<file path="config.mk">
export PLATFORM = sky130hd
export DESIGN_NAME = ahpt_divider
export DESIGN_NICKNAME = d
export VERILOG_FILES = /design/src/design/ahpt_pkg.sv /design/src/design/ahpt_divider.sv
export SDC_FILE = /design/constraint.sdc
export NUM_CORES = 1
export LEC_CHECK = 0
export BUFFER_PORTS_ARGS = -buffer_cell sky130_fd_sc_hd__buf_2
export CORE_MARGIN = 2
export CORE_UTILIZATION = 55
export CTS_CLUSTER_DIAMETER = 120
export DETAILED_ROUTE_END_ITERATION = 8
export PLACE_DENSITY = 0.84
export REMOVE_ABC_BUFFERS = 1
export SLEW_MARGIN = 30
export SYNTH_ARGS = -nofsm -noshare
export SYNTH_HDL_FRONTEND = slang
export SYNTH_SLANG_ARGS = --single-unit
</file>
<file path="constraint.sdc">
create_clock -name i_clk -period 4.74 [get_ports i_clk]
set_input_delay 0.948 -clock i_clk [delete_from_list [all_inputs] [get_ports i_clk]]
set_output_delay 0.948 -clock i_clk [all_outputs]
set_load 0.005 [all_outputs]
</file>
<file path="src/design/ahpt_pkg.sv">
// Shared types and constants of the access hotness and pattern tracker.
// No dependencies.
package ahpt_pkg;

    localparam int DIV_W       = 72;
    localparam int DIV_CNT_W   = 7;
    localparam int QUEUE_DEPTH = 2;

    localparam logic [15:0] REUSE_CAP     = 16'd62259;
    localparam logic [31:0] BONUS_Q16     = 32'd13107;
    localparam logic [31:0] COMPUTE_LIMIT = 32'd1000;
    localparam logic [19:0] FREQ_SCALE    = 20'd1000000;
    // ceil(2^37/10): (x*SCORE_RECIP)>>37 is x/10 for x below 2^34
    localparam logic [33:0] SCORE_RECIP   = 34'd13743895348;

    localparam logic [2:0] PAT_UNKNOWN  = 3'd0;
    localparam logic [2:0] PAT_SEQ      = 3'd1;
    localparam logic [2:0] PAT_STRIDED  = 3'd2;
    localparam logic [2:0] PAT_TEMPORAL = 3'd3;
    localparam logic [2:0] PAT_RANDOM   = 3'd4;

    typedef struct packed {
        logic [63:0] handle;
        logic [63:0] now;
        logic        bonus;
    } t_item;

    typedef struct packed {
        logic                 start;
        logic [DIV_W-1:0]     num;
        logic [63:0]          den;
        logic [DIV_CNT_W-1:0] bits;
    } t_div_req;

    // 0.5 + 0.045*count in Q0.16 from count 2 (0 below), capped at 0.95 (reached from count 10)
    function automatic logic [15:0] reuse_value(input logic [31:0] cnt);
        logic [15:0] v;
        if (cnt >= 32'd10) begin
            v = REUSE_CAP;
        end else begin
            unique case (cnt[3:0])
                4'd2: v = 16'd38666;
                4'd3: v = 16'd41615;
                4'd4: v = 16'd44564;
                4'd5: v = 16'd47513;
                4'd6: v = 16'd50462;
                4'd7: v = 16'd53411;
                4'd8: v = 16'd56360;
                4'd9: v = 16'd59310;
                default: v = '0;
            endcase
        end
        return v;
    endfunction

endpackage

</file>
<file path="src/design/ahpt_divider.sv">
// Shared restoring divider, one quotient bit per cycle.
// Dividend arrives left aligned; depends on ahpt_pkg.
module ahpt_divider import ahpt_pkg::*; (
    input  logic             i_clk,
    input  logic             i_rst_n,
    input  t_div_req         i_req,
    output logic             o_done,
    output logic [DIV_W-1:0] o_quot
);

    logic                 r_busy;
    logic                 r_done;
    logic [DIV_W-1:0]     r_num;
    logic [63:0]          r_rem;
    logic [63:0]          r_den;
    logic [DIV_CNT_W-1:0] r_cnt;
    logic [64:0]          rem2;
    logic                 ge;
    logic [64:0]          rem_n;

    assign rem2   = {r_rem, r_num[DIV_W-1]};
    assign ge     = (rem2 >= {1'b0, r_den});
    assign rem_n  = ge ? (rem2 - {1'b0, r_den}) : rem2;
    assign o_done = r_done;
    assign o_quot = r_num;

    always_ff @(posedge i_clk) begin
        if (!i_rst_n) begin
            r_busy <= 1'b0;
            r_done <= 1'b0;
        end else begin
            r_done <= 1'b0;
            if (i_req.start && !r_busy) begin
                r_busy <= 1'b1;
            end else if (r_busy && r_cnt == DIV_CNT_W'(1)) begin
                r_busy <= 1'b0;
                r_done <= 1'b1;
            end
        end
    end

    always_ff @(posedge i_clk) begin
        if (i_req.start && !r_busy) begin
            r_num <= i_req.num;
            r_den <= i_req.den;
            r_rem <= '0;
            r_cnt <= i_req.bits;
        end else if (r_busy) begin
            r_rem <= rem_n[63:0];
            r_num <= {r_num[DIV_W-2:0], ge};
            r_cnt <= r_cnt - 1'b1;
        end
    end

endmodule

</file>
### Word-level counts from Yosys, hierarchy flattened

Index checks and enable logic that the tools add are counted.

* flip-flop bits (word level): 209
* bits of input ports: 146
* output and inout bits: 73

* $add $sub $neg: 2
* magnitude comparators: 1
* equality and inequality tests: 1
* mux-type cells: 8
* bitwise operators: 1
* reductions and logical operators: 6

Operators with widths (number)
* $mux W72: 2
* $ge A65 B64 Y1: 1
* $mux W64: 1
* $sub A64 B64 Y64: 1
* $mux W7: 2
* $eq A7 B1 Y1 const B: 1
* $sub A7 B1 Y7 const B: 1
* $reduce_bool A2 Y1: 2
* $mux W1: 3
* $logic_and A1 B1 Y1: 2
* $reduce_or A2 Y1: 1
* $logic_not A1 Y1: 1
* $not A1 Y1: 1

### Depth between registers and ports, before layout

* depth after elaboration: 4
* gate-level depth with buffers: 15

### Worst setup path before layout

Ideal clock, no wire load.

* path type: input to register
* from: input port i_req[143] in the netlist's numbering
* to: register r_cnt[0], data pin
* setup time: 359 ps
* arrival time: 3713 ps
* data required time: 4381 ps
* slack: 669 ps
* stages: 5
* path through: inv_1 nor2_1 clkbuf_1 clkbuf_1 o21ai_0

* longest elaborated chain between the ends: 2

RTL lines
* from (decl): line ahpt_divider.sv:6 `input t_div_req i_req,`
* $logic_and A1 B1 Y1: line ahpt_divider.sv:43 `if (i_req.start && !r_busy) begin`
* $mux W7: line ahpt_divider.sv:43
* to (signal assigned): line ahpt_divider.sv:47 `r_cnt <= i_req.bits;`
* to (signal assigned): line ahpt_divider.sv:51 `r_cnt <= r_cnt - 1'b1;`
* to (decl): line ahpt_divider.sv:16 `logic [DIV_CNT_W-1:0] r_cnt;`

No other way between the ends.
A chain may end at the register's enable or synchronous reset.

### Final worst setup path

* from: register r_den[1]
* to: register r_rem[33]

* longest elaborated chain between the ends: 2

RTL lines
* from (decl): line ahpt_divider.sv:15 `logic [63:0] r_den;`
* from (signal assigned): line ahpt_divider.sv:45 `r_den <= i_req.den;`
* $sub A64 B64 Y64 / $ge A65 B64 Y1 (equally long branches): line ahpt_divider.sv:23, ahpt_divider.sv:22
* $mux W64 (*): line ahpt_divider.sv:23 `assign rem_n = ge ? (rem2 - {1'b0, r_den}) : rem2;`
* to (signal assigned): line ahpt_divider.sv:49 `r_rem <= rem_n[63:0];`
* to (decl): line ahpt_divider.sv:14 `logic [63:0] r_rem;`

Mark *: on every way between the ends. The rest lies on a longest branch, timed or not.

==> out/results.txt <==
Setup violations remaining at the end of the flow were counted as 0. The overall die area is 23270 µm². The highest net fanout along the worst path was 82; the number of nets at the end of the flow was 1611. Buffers added to address setup during post-CTS repair amount to 0. The number of storage elements in the synthesis netlist works out to 209. Final standard cell count with taps included and fillers excluded: 1697. TritonCTS built the clock tree. The tree is rooted in a sky130_fd_sc_hd__clkbuf_16.

The average instance area after synthesis came out at 10.03 µm². Among all flip-flop cells after synthesis, the most frequent one is sky130_fd_sc_hd__edfxtp_1. The clock net in this run drives a total of 209 sinks.

The actual transition at the worst max-transition pin came out at 0.8938 ns. The worst path meets setup with 1.071 ns of slack. Dividing total power by cell area gives a power density of 532.0 nW/µm². The die is 152.6 µm tall. The tools report the combined area of the multi-input logic cells as 5938 µm². The classification of the worst-slack hold path is flip-flop to flip-flop. Violation count after the first detailed-route iteration: 599.

Across every metal layer, demand over resource in global routing totals 25.25%. The worst stage delay on the critical path is 0.64 ns. The wire-length estimate of the detail-placed layout is 21940 µm. Entering global routing, the biggest net connects 98 pins. Together, buffers and inverters on the worst path number 2.

Detailed routing placed a total of 2575 µm of wire on met3. The die boundary width was 152.6 µm; the number of violations of the max-capacitance limit was 0. The area of placed instances is 13390 µm². The final weighted congestion of routability-driven global placement is 0.9297. Clock-pin slew was measured on the worst setup and hold paths at 0.06 ns. The highest metal layer used by the detailed router was met5. The endpoint type of the worst setup path is a flip-flop.

The number of detailed-route iterations in the first pass is 7. The remaining antenna violation count came out at 0. Clock latency on the worst-skew pair, taken at its later pin, is 0.53 ns. Counting the fill cells in the layout gives 1764.

The clock period minus worst slack is 3.669 ns. For the achievable frequency, the log shows 0.2726 GHz. The wire length per cell after detailed routing is 17.74 µm, and the netlist area before placement is 12140 µm². The number of enable-type register cells in the synthesized netlist was 143.

For this design, the slowest cell found on the critical path is sky130_fd_sc_hd__buf_4. Number of H-tree levels: 1. Portion of synthesized cell area occupied by the leading cell type: 35.38%. For this design the static power due to leakage is 6.061 nW. Data arrives at the worst endpoint at 4.09 ns. The area of the core region came out at 21760 µm². The flow ran to the end, and the final reports show no timing, DRC or antenna violations.

The final number of hold-violating endpoints was 0. The number of antenna violations at the first check in global routing is 3. Of all cell types, the one taking the most synthesized area is sky130_fd_sc_hd__edfxtp_1. By area the synthesized netlist is led by sky130_fd_sc_hd__edfxtp_1 35%, sky130_fd_sc_hd__dfxtp_1 11%, sky130_fd_sc_hd__ha_1 6.8%, sky130_fd_sc_hd__mux2_2 6.6%, sky130_fd_sc_hd__a21oi_1 4.4%.

After routing the design area is 14150 µm². For the global route total overflow, the log shows 0. The routed design uses 14180 µm of met2 wire.

After layout, the worst path uses 77.40% of the clock period. The number of buffers added by the clock tree synthesis step came out at 23. The via count of the first global-routing pass is 9836, and the final routed wirelength across all metal layers is 30100 µm. The share of synthesized registers carrying an async set or reset was 0%; the count of different cell masters after synthesis was 73. The effective utilization at floorplan is 55.79%, and the count of cells resized by post-cts repair is 0.

For this block, the via count after detailed routing is 9996. Cells with a size suffix above 1 make up 25.58% of the layout. The run gives 46.27% as the register area share after synthesis. Across the VDD grid, the largest voltage drop is 322.7 µV. From synthesis to final layout, the design area changed by 16.59%. Count of buffers inserted at the top-level ports: 218. The cell family contributing the most delay on the critical path was compound AO/OA/AOI/OAI gates. The signal on the critical path passes through inv_1, ha_1, nor2b_4, o31ai_1, a21oi_1, a211oi_1, o31ai_2, o21ai_1, and2_2, buf_4, nor3b_1, a21o_1, a22o_1. For this run, the number of Yosys warnings is 0. Row generation in the floorplan step produced 54 rows.

The run gives 1210 as the number of instances in the synthesized netlist. The wire length of the first global-routing pass was 48630 µm. Setup repair after global routing left no endpoint under its margin. At the worst endpoint, the required time is 5.16 ns. In this run the count of I/O pins placed on the die edge is 219.

The number of design rule violations left after detail routing came out at 0. Adding up every negative setup slack in the final design gives 0 ns. The sequential cell area is 5615 µm², and the worst setup timing slack at the placement stage is 1.090 ns. Total count of max-transition violations in the final report: 0.

The startpoint type of the worst setup path is a flip-flop. In the final routing, the length of wire on met1 measures 12200 µm. In this run, post-CTS hold repair placed 0 buffers. Using the TritonRoute via totals, the vias-per-cell ratio works out to 5.890. The placed cell count came out at 1653. Counting along the longest clock path gives a buffer depth of 3.

The worst pin sits at a relative slew slack of 40.42%. The critical path is of the flip-flop to flip-flop type. The tools report the maximum clock skew at final layout as 0.01249 ns.
## flip-flops by register name (all words and copies together), names as in the netlist
signal and count:
o_quot 72, r_den 64, r_rem 64, r_cnt 7
o_done 1, r_busy 1
## worst paths after layout
path	startpoint	to	slack, ns	depth (start not counted)
setup / recovery	r_den[1]	r_rem[33]	1.07	13
hold / removal	r_rem[3]	r_rem[3]	0.47	2
setup reg to reg	r_den[1]	r_rem[33]	1.07	13
hold reg to reg	r_rem[3]	r_rem[3]	0.47	2
## cell families (layout without fill, tap and decap cells)
| kind of cell | count (synthesis) | in the layout | share of synthesized area (%) |
|---|---|---|---|
| buffers and inverters | 150 | 355 | 4.959 |
| AO/OA/AOI/OAI | 373 | 373 | 19.35 |
| multiplexers | 79 | 79 | 7.330 |
| other | 0 | 2 | 0 |
| XOR/XNOR | 60 | 60 | 4.330 |
| AND/OR/NAND/NOR | 272 | 272 | 10.79 |
| flip-flops | 209 | 209 | 46.27 |
| adder cells (fa/ha/maj) | 67 | 67 | 6.969 |
## power breakdown
part	switching, mW	internal, mW	leakage (nW)	total (mW)
Sequential	0.253	2.33	1.94	2.59
Combinational	1.86	1.28	3.76	3.14
Clock	0.763	1.04	0.362	1.81
Total	2.87	4.66	6.06	7.53
## through the flow
step	util, %	total power, mW	hold WS (ns)
3_5_place_dp	61.54	5.680	0.4618
3_3_place_gp	61.53	5.599	0.4557
2_1_floorplan	-	4.931	0.4443
5_1_grt	65.03	7.987	0.4836
6_report	65.04	7.527	0.4670
4_1_cts	65.02	7.511	0.4681
## final cells by class
class                   count  area share [%]
flip-flops and latches    209           39.69
diodes                      2         0.03537
multi-input cells         851           41.97
clock inverters            13          0.9815
clock buffers              29           4.368
inverters                  89           2.370
repair buffers            224           8.117
well taps                 280           2.476
## tightest hold or removal path, cell delays in order, from the launching register on
cell	delay, ns
sky130_fd_sc_hd__dfxtp_1	0.32
sky130_fd_sc_hd__nand2_1	0.05
sky130_fd_sc_hd__o21ai_1	0.05
## metal layers
metal	up-vias	global-route usage [%]
li1	4813	-
met1	4672	31.26
met2	432	42.73
met3	77	6.797
met4	2	9.039
met5	-	0
## synth_stat cells, drive strengths merged, types with 4 or more instances
library cell and number:
a211oi 6, a21boi 7, a21o 38, a21oi 109, a22o 8, a22oi 17
a31oi 13, a32oi 10, and2 5, and3 7, buf 25, clkbuf 36
dfxtp 66, edfxtp 143, ha 66, inv 89, mux2 73, mux2i 6
nand2 89, nand2b 10, nand3 19, nand3b 4, nand4 23, nor2 69
nor2b 6, nor3 20, nor4 5, o21a 5, o21ai 115, o21bai 14
o31ai 9, or2 4, xnor2 34, xor2 26
## placed cells by master, fill, tap and decap left out, types with 17 or more instances in the layout
master / n
sky130_fd_sc_hd__nor2_1: 67
sky130_fd_sc_hd__a21o_1: 38
sky130_fd_sc_hd__buf_2: 218
sky130_fd_sc_hd__a21oi_1: 107
sky130_fd_sc_hd__dfxtp_1: 66
sky130_fd_sc_hd__o21ai_1: 73
sky130_fd_sc_hd__nand3_1: 18
sky130_fd_sc_hd__o21ai_0: 39
sky130_fd_sc_hd__nand2_1: 89
sky130_fd_sc_hd__ha_1: 66
sky130_fd_sc_hd__a22oi_1: 17
sky130_fd_sc_hd__nand4_1: 23
sky130_fd_sc_hd__nor3_1: 18
sky130_fd_sc_hd__inv_1: 87
sky130_fd_sc_hd__xnor2_1: 34
sky130_fd_sc_hd__mux2_2: 71
sky130_fd_sc_hd__edfxtp_1: 143
sky130_fd_sc_hd__clkbuf_16: 23
sky130_fd_sc_hd__xor2_1: 26
Note: power is estimated with default switching activity, not from simulation.
