**config.mk**
```make
export PLATFORM = sky130hd
export DESIGN_NAME = ahpt_queue
export DESIGN_NICKNAME = d
export VERILOG_FILES = /design/src/design/ahpt_pkg.sv /design/src/design/ahpt_queue.sv
export SDC_FILE = /design/constraint.sdc
export NUM_CORES = 1
export LEC_CHECK = 0
export BUFFER_PORTS_ARGS = -buffer_cell sky130_fd_sc_hd__buf_2
export CORE_MARGIN = 1
export CORE_UTILIZATION = 56
export DETAILED_ROUTE_END_ITERATION = 6
export GPL_TIMING_DRIVEN = 0
export PLACE_DENSITY = 0.86
export RECOVER_POWER = 50
export SLEW_MARGIN = 25
export SYNTH_ARGS = -nofsm -noshare
export SYNTH_HDL_FRONTEND = slang
export SYNTH_SLANG_ARGS = --single-unit
```
**constraint.sdc**
```tcl
create_clock -name i_clk -period 9.8 [get_ports i_clk]
set_input_delay 0.98 -clock i_clk [delete_from_list [all_inputs] [get_ports i_clk]]
set_output_delay 0.98 -clock i_clk [all_outputs]
set_load 0.005 [all_outputs]
```
**src/design/ahpt_pkg.sv**
```systemverilog
// Shared types and constants of the access hotness and pattern tracker.
// No dependencies.
package ahpt_pkg;

    localparam int DIV_W       = 72;
    localparam int DIV_CNT_W   = 7;
    localparam int QUEUE_DEPTH = 2;

    localparam logic [15:0] REUSE_CAP     = 16'd62259;
    localparam logic [31:0] BONUS_Q16     = 32'd13107;
    localparam logic [31:0] COMPUTE_LIMIT = 32'd1000;
    localparam logic [19:0] FREQ_SCALE    = 20'd1000000;
    // ceil(2^37/10): (x*SCORE_RECIP)>>37 is x/10 for x below 2^34
    localparam logic [33:0] SCORE_RECIP   = 34'd13743895348;

    localparam logic [2:0] PAT_UNKNOWN  = 3'd0;
    localparam logic [2:0] PAT_SEQ      = 3'd1;
    localparam logic [2:0] PAT_STRIDED  = 3'd2;
    localparam logic [2:0] PAT_TEMPORAL = 3'd3;
    localparam logic [2:0] PAT_RANDOM   = 3'd4;

    typedef struct packed {
        logic [63:0] handle;
        logic [63:0] now;
        logic        bonus;
    } t_item;

    typedef struct packed {
        logic                 start;
        logic [DIV_W-1:0]     num;
        logic [63:0]          den;
        logic [DIV_CNT_W-1:0] bits;
    } t_div_req;

    // 0.5 + 0.045*count in Q0.16 from count 2 (0 below), capped at 0.95 (reached from count 10)
    function automatic logic [15:0] reuse_value(input logic [31:0] cnt);
        logic [15:0] v;
        if (cnt >= 32'd10) begin
            v = REUSE_CAP;
        end else begin
            unique case (cnt[3:0])
                4'd2: v = 16'd38666;
                4'd3: v = 16'd41615;
                4'd4: v = 16'd44564;
                4'd5: v = 16'd47513;
                4'd6: v = 16'd50462;
                4'd7: v = 16'd53411;
                4'd8: v = 16'd56360;
                4'd9: v = 16'd59310;
                default: v = '0;
            endcase
        end
        return v;
    endfunction

endpackage

```
**src/design/ahpt_queue.sv**
```systemverilog
// Short queue between front and back.
// Depends on ahpt_pkg.
module ahpt_queue import ahpt_pkg::*; (
    input  logic  i_clk,
    input  logic  i_rst_n,
    input  logic  i_push,
    input  t_item i_item,
    output logic  o_push_ready,
    output logic  o_valid,
    output t_item o_item,
    input  logic  i_pop
);

    localparam int AW = (QUEUE_DEPTH > 1) ? $clog2(QUEUE_DEPTH) : 1;

    t_item          r_mem [QUEUE_DEPTH];
    logic [AW-1:0]  r_wr;
    logic [AW-1:0]  r_rd;
    logic [AW:0]    r_cnt;
    logic           push;
    logic           pop;

    assign o_push_ready = (r_cnt != (AW+1)'(QUEUE_DEPTH));
    assign o_valid      = (r_cnt != '0);
    assign o_item       = r_mem[r_rd];
    assign push         = i_push && o_push_ready;
    assign pop          = i_pop && o_valid;

    always_ff @(posedge i_clk) begin
        if (!i_rst_n) begin
            r_wr  <= '0;
            r_rd  <= '0;
            r_cnt <= '0;
        end else begin
            if (push) begin
                r_wr <= (r_wr == AW'(QUEUE_DEPTH - 1)) ? '0 : r_wr + 1'b1;
            end
            if (pop) begin
                r_rd <= (r_rd == AW'(QUEUE_DEPTH - 1)) ? '0 : r_rd + 1'b1;
            end
            if (push && !pop) begin
                r_cnt <= r_cnt + 1'b1;
            end else if (pop && !push) begin
                r_cnt <= r_cnt - 1'b1;
            end
        end
    end

    always_ff @(posedge i_clk) begin
        if (push) begin
            r_mem[r_wr] <= i_item;
        end
    end

endmodule

```
Word level (Yosys, flattened, before mapping)
Memory sizes are Yosys's and may differ from the RTL's. A register that Yosys moved wholly into a read port is not among the register bits.
Index checks and enable logic that the tools add are counted.
{ "word_totals": {"in_bits": 133, "ff_bits": 4, "ram_bits": 258, "out_inout_bits": 131, "memories": 1, "wordCells": 25} }
{ "memory_table": {"columns": ["name", "depth", "word_bits", "rd", "rd_clocked_by_memory_dff", "write_ports", "line", "text"], "rows": [
  ["r_mem", 2, 129, 1, 1, 1, "ahpt_queue.sv:16", "t_item r_mem [QUEUE_DEPTH];"]
]} }
{ "classes": {"n_reduce_logical": 8, "muxes": 8, "add_sub_neg": 4, "n_eq_ne": 1} }
{ "ops": {"columns": ["operator", "count"], "rows": [
  ["1-bit 2-to-1 mux", 6],
  ["1-bit logical AND", 4],
  ["2-bit 2-to-1 mux", 2],
  ["2-bit nonzero test", 2],
  ["1-bit adder (second input constant)", 2],
  ["2-bit by 1-bit adder with 2-bit output (second input constant)", 1],
  ["1-bit zero test", 2],
  ["2-bit inequality test (second input constant)", 1],
  ["2-bit by 1-bit subtractor with 2-bit output (second input constant)", 1]
]} }

Logic depth before layout (Yosys ltp)
Gate-level depths: netlist (run 1).
{ "logic_depth": {"word_depth": 6, "depth_mapped": 6, "mapped_depth_nobuf": 6} }

Worst setup path after synthesis (run 1)
Ideal clock, no wire load.
{ "synth_path": {"kind": "in2reg", "startpoint": "input i_push", "endpoint": "memory r_mem[1][0] in the netlist's numbering, enable pin", "slack_ns": 5.297, "t_arrival_ns": 3.999, "path_stages": 1, "t_required_ns": 9.296, "path_cell_list": "and3_1"} }
{ "synth_via": {"elab_chain_len": 3} }
{ "synth_rtl": {"columns": ["item", "line", "text"], "rows": [
  ["start, declared", "ahpt_queue.sv:6", "input logic i_push,"],
  ["1-bit logical AND", "ahpt_queue.sv:26", "assign push = i_push && o_push_ready;"],
  ["1-bit 2-to-1 mux", "ahpt_queue.sv:50", "if (push) begin"],
  ["1-bit 2-to-1 mux (implied by the code)", "ahpt_queue.sv:51", "r_mem[r_wr] <= i_item;"],
  ["end, declared", "ahpt_queue.sv:16", null]
]} }
No other way between the ends.

Final worst setup path (run 1)
{ "layout_path": {"startpoint": "register r_cnt[0]", "endpoint": "memory r_mem[1][11] in the netlist's numbering, enable pin"} }
{ "layout_via": {"elab_chain_len": 4} }
{ "layout_rtl": {"columns": ["item", "line", "text"], "rows": [
  ["start, declared", "ahpt_queue.sv:19", "logic [AW:0] r_cnt;"],
  ["start signal, assigned", "ahpt_queue.sv:42", "r_cnt <= r_cnt + 1'b1;"],
  ["start signal, assigned", "ahpt_queue.sv:44", "r_cnt <= r_cnt - 1'b1;"],
  ["2-bit inequality test", "ahpt_queue.sv:23", "assign o_push_ready = (r_cnt != (AW+1)'(QUEUE_DEPTH));"],
  ["1-bit logical AND", "ahpt_queue.sv:26", null],
  ["1-bit 2-to-1 mux", "ahpt_queue.sv:50", null],
  ["1-bit 2-to-1 mux (implied by the code)", "ahpt_queue.sv:51", null]
]} }
No other way between the ends.

==> flow_summary_export.csv, run 1 <==
group,metric,value,unit
sta,achievable-frequency,224,MHz
job,maxCapViolations,2,
sta,max_slew_headroom,-81.2,%
clock_network,htree_levels,1,
clock_network,cts.reportedPaths.clkPinSlew,0.06,ns
yosys,cell_with_the_most_instances_after_synthesis,"sky130_fd_sc_hd__edfxtp_1",
yosys,edff_count_synth,258,
yosys,synth_top_cells_by_area,"sky130_fd_sc_hd__edfxtp_1 81%, sky130_fd_sc_hd__mux2_2 15%, sky130_fd_sc_hd__buf_6 1.3%, sky130_fd_sc_hd__dfxtp_1 1.0%, sky130_fd_sc_hd__and2_1 0.26%",
yosys,post_synth_num_cell_types,21,
sta,timing.clock.skew,0.0137,ns
clock_network,insertion_delay,0.51,ns
drt,routed_wire_length_per_instance,19.0,um
cells_and_area,finalInstanceArea,0.0120,sq mm
global_routing,grt_start_max_net_pins,100,
setup_path,worstPathCellList,"nand2b_1 > and3_1 > clkbuf_1 > buf_16",
yosys,count_of_warnings_emitted_by_yosys,0,
sta,final.min_clock_period,4.46,ns
clock_network,clock_tree_from_tritoncts,"built",
floorplanning,num_io_pins,264,
setup_path,r2r-start,"r_cnt[0]",
floorplanning,die_area,0.0176,sq mm
setup_path,critical_path_launch_point_type,"flop",
setup_path,critical-path-max-stage-delay,1.99,ns
clock_network,clock_tree.root_cell,"sky130_fd_sc_hd__clkbuf_16",
clock_network,number_of_cells_upsized_or_downsized_after_cts,0,
yosys,mappedNetlistArea,0.00959,sq mm
sta,final.hold.worst_slack,0.514,ns
global_routing,grt_use_total,20.4,%
clock_network,ctsLongestPathBuffers,3,
drt,vias,4911,
power,share_seq_of_total_power,47.1,%
setup_path,crit_slowest_cell,"sky130_fd_sc_hd__clkbuf_1",
yosys,synth_ff_type,"sky130_fd_sc_hd__edfxtp_1",
yosys,post_synth.cell_area_avg,22.6,sq um
power,p_sw,751,uW
power,leakage,0.00438,uW
clock_network,numClockSinks,263,
drt,drt-pass1-iter-count,6,
worst_hold_path,hp-class,"flop to flop",
yosys,synth_fp_nets,559,
sta,setup_viol,0,
drt,routed_wirelength,18200,um
power,netSwitchingFraction,24.5,%
cells_and_area,post-route-util,72.0,%
yosys,count_of_state_elements_after_synthesis,263,
yosys,synth_top_area_share,80.8,%
global_routing,grt_antenna_before_repair,2,
floorplanning,die_h,133,um
global_routing,globalRouteOverflowTotal,0,
placement,port_buffers,263,
yosys,synth_sequential_area_ratio,81.9,%
cells_and_area,syn_to_final_growth,25.0,%
setup_path,worst-endpoint-required,9.98,ns
sta,timing.final.max_slew_violations,48,
setup_path,worst_setup_path_startpoint,"r_cnt[0]",
drt,route.antenna.remaining_nets,0,
setup_path,end_kind,"flop",
sta,final_min_period_over_clock_period,45.5,%
power,power.clock.fraction,30.4,%
run_status,status,"complete, but fails checks",
cells_and_area,post_route_cells_drive_above_1_share,54.5,%
power,max-vdd-ir-drop,222,uV
floorplanning,core_area,0.0166,sq mm
yosys,syn_inst,425,
setup_path,critPathTopFamily,"buffers and inverters",
floorplanning,die_w,133,um
clock_network,hold_bufs_at_cts,0,
sta,finalHoldViolCount,0,
run_status,violations_in_the_final_reports,"max-capacitance violations, max-slew violations",
drt,drc_errors,0,
yosys,synthDominantAreaCellType,"sky130_fd_sc_hd__edfxtp_1",
setup_path,worstPathArrival,4.64,ns
power,power_frac_comb,22.6,%
global_routing,grt_first_pass_wirelength,27500,um
sta,rsz0062_at_grt,"false",
power,finalPower,3070,uW
clock_network,total_setup_buffers_inserted_after_cts,0,
setup_path,criticalPathCategory,"flop to flop",
sta,setup_total_negative_slack,0,ns
yosys,post_synth_most_frequent_cells,"258 x sky130_fd_sc_hd__edfxtp_1, 129 x sky130_fd_sc_hd__mux2_2, 11 x sky130_fd_sc_hd__buf_6, 5 x sky130_fd_sc_hd__dfxtp_1, 4 x sky130_fd_sc_hd__and2_1",
placement,post_detailed_placement_half_perimeter_wirelength,12100,um
placement,final_replace_weighted_congestion,0.754,
floorplanning,floorplan.rows,47,
power,p_per_area,256,mW/mm^2
worst_hold_path,hold_path.startpoint,"r_cnt[1]",
drt,drt-initial-drc-count,209,
power,intPower,2320,uW
setup_path,timing.critical_path.fanout_max,52,
clock_network,cts_made_buffers,27,
sta,worst_slew_pin_slew,2.72,ns
drt,vias_per_cell,5.13,
setup_path,worstPathBufferInverterCount,2,
yosys,ys_async_sr_fraction,0,%
cells_and_area,final_net_count,854,
placement,place_area,0.0113,sq mm
floorplanning,initial_utilization,57.6,%
global_routing,first_global_vias,5429,
==> path summary, 6_finish.rpt <==
check / to / slack, ns / depth (start not counted)
setup reg to reg: r_mem[1][11] / 5.34 / 4
setup / recovery: r_mem[1][11] / 5.34 / 4
hold reg to reg: r_cnt[1] / 0.51 / 2
hold / removal: r_cnt[1] / 0.51 / 2
==> worst register-to-register path, stage by stage, from the launching register on <==
cell and delay, ns:
sky130_fd_sc_hd__dfxtp_1 0.43, sky130_fd_sc_hd__nand2b_1 0.22, sky130_fd_sc_hd__and3_1 1.13, sky130_fd_sc_hd__clkbuf_1 1.99
sky130_fd_sc_hd__buf_16 0.34
==> kinds of logic (layout without fill, tap and decap cells) <==
kind of cell | count (synthesis) | in the layout | synth area share [%]
AO/OA/AOI/OAI | 5 | 5 | 0.365
XOR/XNOR | 3 | 3 | 0.274
AND/OR/NAND/NOR | 9 | 9 | 0.679
buffers and inverters | 15 | 326 | 1.54
multiplexers | 129 | 129 | 15.2
flip-flops | 263 | 263 | 81.9
adder cells (fa/ha/maj) | 1 | 1 | 0.130
other | 0 | 1 | 0
==> cells in the final DEF, fill, tap and decap left out <==
cell	n
sky130_fd_sc_hd__clkbuf_16	27
sky130_fd_sc_hd__xnor2_1	2
sky130_fd_sc_hd__and2_1	2
sky130_fd_sc_hd__clkinvlp_2	1
sky130_fd_sc_hd__or2_2	1
sky130_fd_sc_hd__nand3b_1	1
sky130_fd_sc_hd__buf_2	217
sky130_fd_sc_hd__clkinvlp_4	2
sky130_fd_sc_hd__clkinv_1	5
sky130_fd_sc_hd__nand2b_1	1
sky130_fd_sc_hd__a21bo_2	1
sky130_fd_sc_hd__bufinv_16	2
sky130_fd_sc_hd__a21boi_0	2
sky130_fd_sc_hd__diode_2	1
sky130_fd_sc_hd__xor2_1	1
sky130_fd_sc_hd__buf_16	2
sky130_fd_sc_hd__buf_4	2
sky130_fd_sc_hd__and2_0	2
sky130_fd_sc_hd__clkbuf_1	50
sky130_fd_sc_hd__o21ai_0	2
sky130_fd_sc_hd__clkinv_2	6
sky130_fd_sc_hd__dfxtp_1	5
sky130_fd_sc_hd__ha_1	1
sky130_fd_sc_hd__or3_1	1
sky130_fd_sc_hd__and3_1	1
sky130_fd_sc_hd__buf_6	11
sky130_fd_sc_hd__mux2_2	129
sky130_fd_sc_hd__buf_1	1
sky130_fd_sc_hd__edfxtp_1	258
==> metal layers <==
layer  up-vias  wire, um  GRT usage, %
li1       2283         -             -
met1      2390      6520          21.6
met2       200      9780          37.7
met3        36      1480          6.74
met4         2       411          6.83
met5         -        13             0
==> flip-flops by register name, summed over array words and instances (netlist names), named ones only <==
name / flops
r_mem: 258
r_cnt: 2
r_wr: 1
r_rd: 1
==> power by group through the flow <==
stage / registers (uW) / clock network [uW] / logic [uW]
CTS: 1440 / 948 / 714
finish: 1440 / 931 / 692
detailed placement: 1460 / 0 / 704
global placement: 1480 / 0 / 667
global route: 1460 / 990 / 746
floorplan: 1470 / 0 / 409
==> metrics by stage <==
step | cells | worst slack, ns
6_report | 957 | 5.34
5_1_grt | 957 | 4.98
4_1_cts | 956 | 6.95
3_5_place_dp | 911 | 7.20
3_3_place_gp | 908 | 3.96
2_1_floorplan | 425 | 5.30
==> area by class of cell <==
type | instances | area (sq um)
Antenna cell | 1 | 2.50
Multi-Input combinational cell | 147 | 1580
Clock buffer | 30 | 687
Sequential cell | 263 | 7850
Inverter | 1 | 5.00
Timing Repair Buffer | 266 | 1320
Tap cell | 220 | 275
Buffer | 14 | 144
Fill cell | 1043 | 4660
Clock inverter | 15 | 124
Note: power is estimated with default switching activity, not from simulation.
==> run 2, diff against run 1 <==
--- a/config.mk
+++ b/config.mk
@@ -7,10 +7,10 @@
 export LEC_CHECK = 0
 export BUFFER_PORTS_ARGS = -buffer_cell sky130_fd_sc_hd__buf_2
 export CORE_MARGIN = 1
-export CORE_UTILIZATION = 56
+export CORE_UTILIZATION = 52
 export DETAILED_ROUTE_END_ITERATION = 6
 export GPL_TIMING_DRIVEN = 0
-export PLACE_DENSITY = 0.86
+export PLACE_DENSITY = 0.8
 export RECOVER_POWER = 50
 export SLEW_MARGIN = 25
 export SYNTH_ARGS = -nofsm -noshare
==> constraint.sdc (replaced) <==
create_clock -name i_clk -period 4.45 [get_ports i_clk]
set_input_delay 0.445 -clock i_clk [delete_from_list [all_inputs] [get_ports i_clk]]
set_output_delay 0.445 -clock i_clk [all_outputs]
set_load 0.005 [all_outputs]
==> run 2 against run 1 <==
Net effect:
- the run still ends with max-capacitance violations, max-slew violations left
- via count grew 0.33%
- design area grew 1.3%
- clock-buffer cell count grew 3
- worst setup slack lost 3.7 ns
- non-clock buffer count is the same
- clock skew shrank 0.0080 ns
- first-iteration DRC count grew 11%
- register-to-register slack lost 3.7 ns
- sequential share of layout area shrank 0.82 points
- global-route usage shrank 2.4 points
==> flow_summary_export.csv, run 2 (synthesis gave the netlist of run 1 again) <==
group,metric,value,unit
setup_path,timing.critical_path.fanout_max,48,
floorplanning,die_w,138,um
power,leakage,0.00440,uW
clock_network,ctsLongestPathBuffers,3,
drt,drt-initial-drc-count,231,
power,max-vdd-ir-drop,464,uV
drt,vias,4927,
floorplanning,num_io_pins,264,
worst_hold_path,hold_path_depth,1,
sta,worst_slew_pin_slew,1.92,ns
floorplanning,floorplan.rows,49,
sta,final_min_period_over_clock_period,64.3,%
global_routing,grt_first_pass_wirelength,25800,um
floorplanning,die_h,138,um
setup_path,end_of_the_worst_register_to_register_path,"r_mem[1][67]",
setup_path,end_kind,"flop",
clock_network,number_of_cells_upsized_or_downsized_after_cts,0,
job,maxCapViolations,1,
cells_and_area,post_route_cells_drive_above_1_share,52.0,%
global_routing,grt_use_total,18.0,%
cells_and_area,antennaDiodeCount,0,
cells_and_area,stdcell_count,967,
sta,setup_total_negative_slack,0,ns
global_routing,first_global_vias,5211,
setup_path,worstRegToRegCells,3,
placement,port_buffers,263,
placement,placement.setup.worst_slack,2.44,ns
placement,final_replace_weighted_congestion,0.708,
cells_and_area,max_ffs_per_register,258,
setup_path,r2r-start,"r_cnt[0]",
global_routing,grt_antenna_before_repair,1,
clock_network,numClockSinks,263,
run_status,status,"complete, but fails checks",
cells_and_area,largestRegisters,"r_mem (258), r_cnt (2)",
cells_and_area,final_net_count,853,
worst_hold_path,hp-class,"input port to flop",
global_routing,grt_start_max_net_pins,70,
setup_path,setup.worst_path.end,"r_mem[1][67]",
sta,postLayoutSetupSlackWorst,1.59,ns
floorplanning,core_area,0.0180,sq mm
power,p_per_area,582,mW/mm^2
clock_network,cts.reportedPaths.clkPinSlew,0.06,ns
placement,placed_cells_incl_taps,920,
drt,drc_errors,0,
cells_and_area,regMostFlops,"r_mem",
clock_network,clock_tree.root_cell,"sky130_fd_sc_hd__clkbuf_16",
sta,timing.clock.skew,0.00569,ns
floorplanning,initial_utilization,53.2,%
clock_network,clock_tree_from_tritoncts,"built",
setup_path,r2r_slack,1.59,ns
sta,max_slew_headroom,-28.2,%
power,finalPower,7060,uW
floorplanning,die_area,0.0190,sq mm
drt,routed_wirelength,17800,um
clock_network,htree_levels,1,
cells_and_area,syn_to_final_growth,26.6,%
cells_and_area,layout_common_cells,"258 x sky130_fd_sc_hd__edfxtp_1, 198 x sky130_fd_sc_hd__buf_2, 129 x sky130_fd_sc_hd__mux2_2",
clock_network,hold_bufs_at_cts,0,
drt,vias_per_cell,5.10,
clock_network,insertion_delay,0.51,ns
sta,final.min_clock_period,2.86,ns
drt,drt-pass1-iter-count,4,
sta,setup_viol,0,
setup_path,worstPathArrival,3.05,ns
cells_and_area,post-route-util,67.3,%
setup_path,worst-endpoint-required,4.64,ns
drt,route.antenna.remaining_nets,0,
setup_path,critical_path_launch_point_type,"flop",
cells_and_area,mostFrequentLayoutCell,"sky130_fd_sc_hd__edfxtp_1",
setup_path,worst_setup_path_startpoint,"r_cnt[0]",
sta,finalHoldViolCount,0,
global_routing,globalRouteOverflowTotal,0,
clock_network,total_setup_buffers_inserted_after_cts,0,
sta,achievable-frequency,349,MHz
run_status,violations_in_the_final_reports,"max-capacitance violations, max-slew violations",
cells_and_area,num-fill-cells,1211,
placement,post_detailed_placement_half_perimeter_wirelength,12200,um
sta,timing.final.max_slew_violations,37,
drt,routed_wire_length_per_instance,18.4,um
sta,rsz0062_at_grt,"false",
setup_path,criticalPathCategory,"flop to flop",
clock_network,cts_made_buffers,26,
==> run 2: worst min-delay path by stage <==
stage                    end   startpoint  slack (ns)
6_report        r_mem[1][27]   i_item[27]        0.12
5_1_grt        r_mem[1][102]  i_item[102]         0.1
4_1_cts         r_mem[1][99]   i_item[99]         0.1
3_5_place_dp        r_cnt[1]     r_cnt[1]        0.57
3_3_place_gp        r_cnt[1]     r_cnt[1]        0.52
2_1_floorplan       r_cnt[1]     r_cnt[1]        0.51
==> run 2: layer usage <==
layer,vias to the layer above,track usage (%),share of wire (%)
met2,212,32.4,51
met5,-,0,0.062
met4,2,6.28,2.6
li1,2284,-,-
met3,39,6.03,9.7
met1,2390,19.7,36
==> run 2: power breakdown <==
group          internal (uW)  total, uW  switching, uW
clock                   1510       2380            864
sequential              3090       3170           76.5
combinational            789       1520            726
total                   5400       7060           1670
==> run 2: layout make-up <==
class | instances | area (sq um) | area share (%)
clock buffers | 33 | 698 | 5.75
well taps | 229 | 287 | 2.36
plain buffers | 14 | 144 | 1.19
inverters | 1 | 11.3 | 0.0928
flip-flops and latches | 263 | 7850 | 64.7
clock inverters | 14 | 250 | 2.06
multi-input cells | 147 | 1580 | 13.1
repair buffers | 266 | 1320 | 10.8
==> run 2: metrics by stage <==
stage               hold WS [ns]  cell area, sq um
floorplan                  0.512              9590
global placement           0.525             11200
detailed placement         0.572             11300
CTS                       0.0959             12200
global route              0.0952             12100
finish                     0.117             12100
==> run 2: worst max-delay path: stages, from the launching register on <==
cell                       delay, ns
sky130_fd_sc_hd__dfxtp_1        0.41
sky130_fd_sc_hd__nand2b_1       0.25
sky130_fd_sc_hd__and3_1         1.49
sky130_fd_sc_hd__buf_16         0.33
==> run 3, diff against run 2 <==
==> constraint.sdc (replaced) <==
create_clock -name i_clk -period 2.9 [get_ports i_clk]
set_input_delay 0.29 -clock i_clk [delete_from_list [all_inputs] [get_ports i_clk]]
set_output_delay 0.29 -clock i_clk [all_outputs]
set_load 0.005 [all_outputs]
==> run 3 against run 2 <==
Net effect:
- the flow now finishes without violations
- via count up 12%
- sequential power up 54%
- total power up 48%
==> flow_summary_export.csv, run 3 (synthesis gave the netlist of run 1 again) <==
group,metric,value,unit
placement,final_replace_weighted_congestion,0.706,
drt,vias_per_cell,5.05,
drt,drt-initial-drc-count,232,
setup_path,timing.critical_path.fanout_max,34,
clock_network,numClockSinks,263,
power,leakage,0.00481,uW
sta,worst_slew_pin_slew,0.938,ns
sta,timing.clock.skew,0.0149,ns
sta,achievable-frequency,422,MHz
clock_network,clock_tree_from_tritoncts,"built",
floorplanning,floorplan.rows,49,
setup_path,crit_slowest_cell,"sky130_fd_sc_hd__clkinvlp_2",
clock_network,cts_made_buffers,25,
setup_path,r2r_slack,0.53,ns
setup_path,critical-path-max-stage-delay,0.69,ns
clock_network,cts.reportedPaths.clkPinSlew,0.06,ns
clock_network,number_of_cells_upsized_or_downsized_after_cts,0,
cells_and_area,syn_to_final_growth,38.3,%
floorplanning,die_area,0.0190,sq mm
cells_and_area,antennaDiodeCount,0,
placement,post_detailed_placement_half_perimeter_wirelength,12300,um
setup_path,critical_path_launch_point_type,"flop",
drt,routed_wirelength,20400,um
global_routing,grt_first_pass_wirelength,29300,um
worst_hold_path,hold_path.startpoint,"i_rst_n",
setup_path,worst_setup_path_startpoint,"r_cnt[0]",
cells_and_area,regMostFlops,"r_mem",
cells_and_area,mostFrequentLayoutCell,"sky130_fd_sc_hd__edfxtp_1",
floorplanning,initial_utilization,53.2,%
sta,max_slew_headroom,37.4,%
setup_path,end_of_the_worst_register_to_register_path,"r_mem[0][82]",
sta,final.min_clock_period,2.37,ns
drt,routed_wire_length_per_instance,18.6,um
cells_and_area,num-fill-cells,1068,
floorplanning,num_io_pins,264,
setup_path,critPathTopFamily,"buffers and inverters",
drt,vias,5537,
drt,drt-pass1-iter-count,4,
power,p_per_area,788,mW/mm^2
cells_and_area,layout_common_cells,"258 x sky130_fd_sc_hd__edfxtp_1, 170 x sky130_fd_sc_hd__buf_2, 129 x sky130_fd_sc_hd__mux2_2, 129 x sky130_fd_sc_hd__dlygate4sd3_1, 95 x sky130_fd_sc_hd__clkbuf_1",
clock_network,ctsLongestPathBuffers,3,
sta,rsz0062_at_grt,"false",
worst_hold_path,hp-class,"input port to flop",
cells_and_area,max_ffs_per_register,258,
run_status,status,"finished clean",
placement,port_buffers,263,
setup_path,worst-path-stages,5,
sta,final.hold.worst_slack,0.0628,ns
setup_path,setup.worst_path.end,"r_mem[0][82]",
cells_and_area,post-route-util,73.5,%
cells_and_area,final_net_count,984,
setup_path,worst-endpoint-required,3.14,ns
sta,final_min_period_over_clock_period,81.7,%
floorplanning,die_h,138,um
power,max-vdd-ir-drop,680,uV
setup_path,r2r-start,"r_cnt[0]",
cells_and_area,stdcell_count,1097,
setup_path,worstPathBufferInverterCount,3,
setup_path,worstRegToRegCells,5,
power,finalPower,10500,uW
job,maxCapViolations,0,
sta,timing.final.max_slew_violations,0,
floorplanning,die_w,138,um
sta,setup_total_negative_slack,0,ns
drt,drc_errors,0,
cells_and_area,multiInputGateArea,0.00159,sq mm
setup_path,end_kind,"flop",
global_routing,first_global_vias,5868,
global_routing,grt_start_max_net_pins,54,
floorplanning,core_area,0.0180,sq mm
setup_path,criticalPathCategory,"flop to flop",
global_routing,grt_use_total,20.5,%
global_routing,globalRouteOverflowTotal,0,
cells_and_area,largestRegisters,"r_mem (258), r_cnt (2)",
placement,placed_cells_incl_taps,923,
global_routing,grt_antenna_before_repair,1,
setup_path,most_frequent_cp_cell,"sky130_fd_sc_hd__buf_12",
sta,setup_viol,0,
clock_network,htree_levels,1,
drt,route.antenna.remaining_nets,0,
clock_network,clock_tree.root_cell,"sky130_fd_sc_hd__clkbuf_16",
setup_path,worstPathArrival,2.61,ns
cells_and_area,post_route_cells_drive_above_1_share,41.1,%
setup_path,worstPathCellList,"nand2b_1 > nand3b_1 > clkinvlp_2 > buf_12 > buf_12",
sta,finalHoldViolCount,0,
clock_network,insertion_delay,0.50,ns
cells_and_area,regArea,0.00785,sq mm
[run 3: how the worst min path moves through the flow]
stage                     to  slack [ns]  depth (start not counted)
3_3_place_gp   r_mem[0][126]        0.48                          1
4_1_cts                 flop        0.03                          2
5_1_grt                 flop        0.05                          2
3_5_place_dp   r_mem[1][101]        0.48                          1
6_report                flop        0.06                          2
2_1_floorplan    r_mem[0][0]        0.39                          0
[run 3: report_power, final]
group / internal, uW / switching, uW
logic: 1350 / 1190
clock network: 1750 / 1290
registers: 4740 / 130
[run 3: what timing repair did]
item / in CTS / in global routing
hold buffers: 129 / 0
hold endpoints to repair: 258 / 0
setup buffers: 0 / 0
[run 3: through the flow]
| step | instance area (sq um) | setup slack [ns] |
|---|---|---|
| 4_1_cts | 13400 | 0.709 |
| 3_5_place_dp | 11300 | 1.04 |
| 3_3_place_gp | 11200 | -0.888 |
| 5_1_grt | 13300 | 0.354 |
| 6_report | 13300 | 0.530 |
| 2_1_floorplan | 9590 | -0.0212 |
[run 3: routing by layer]
metal	wire, um	GRT usage, %
met5	11	0
met2	10800	37.7
met4	427	6.46
met3	1380	4.60
met1	7820	23.6
[run 3: area by class of cell]
cell class	count	area share, %
sequential	263	59.2
timing repair buffer	398	19.8
multi-input combinational	147	12.0
clock buffer	29	4.83
tap	229	2.16
buffer	14	1.09
clock inverter	16	0.897
inverter	1	0.0378
[run 3: worst reg2reg max path, delay by kind of cell (launching register included)]
family                 cells  cell delay [ns]
flip-flops                 1             0.36
AND/OR/NAND/NOR            2             0.37
buffers and inverters      3             1.35
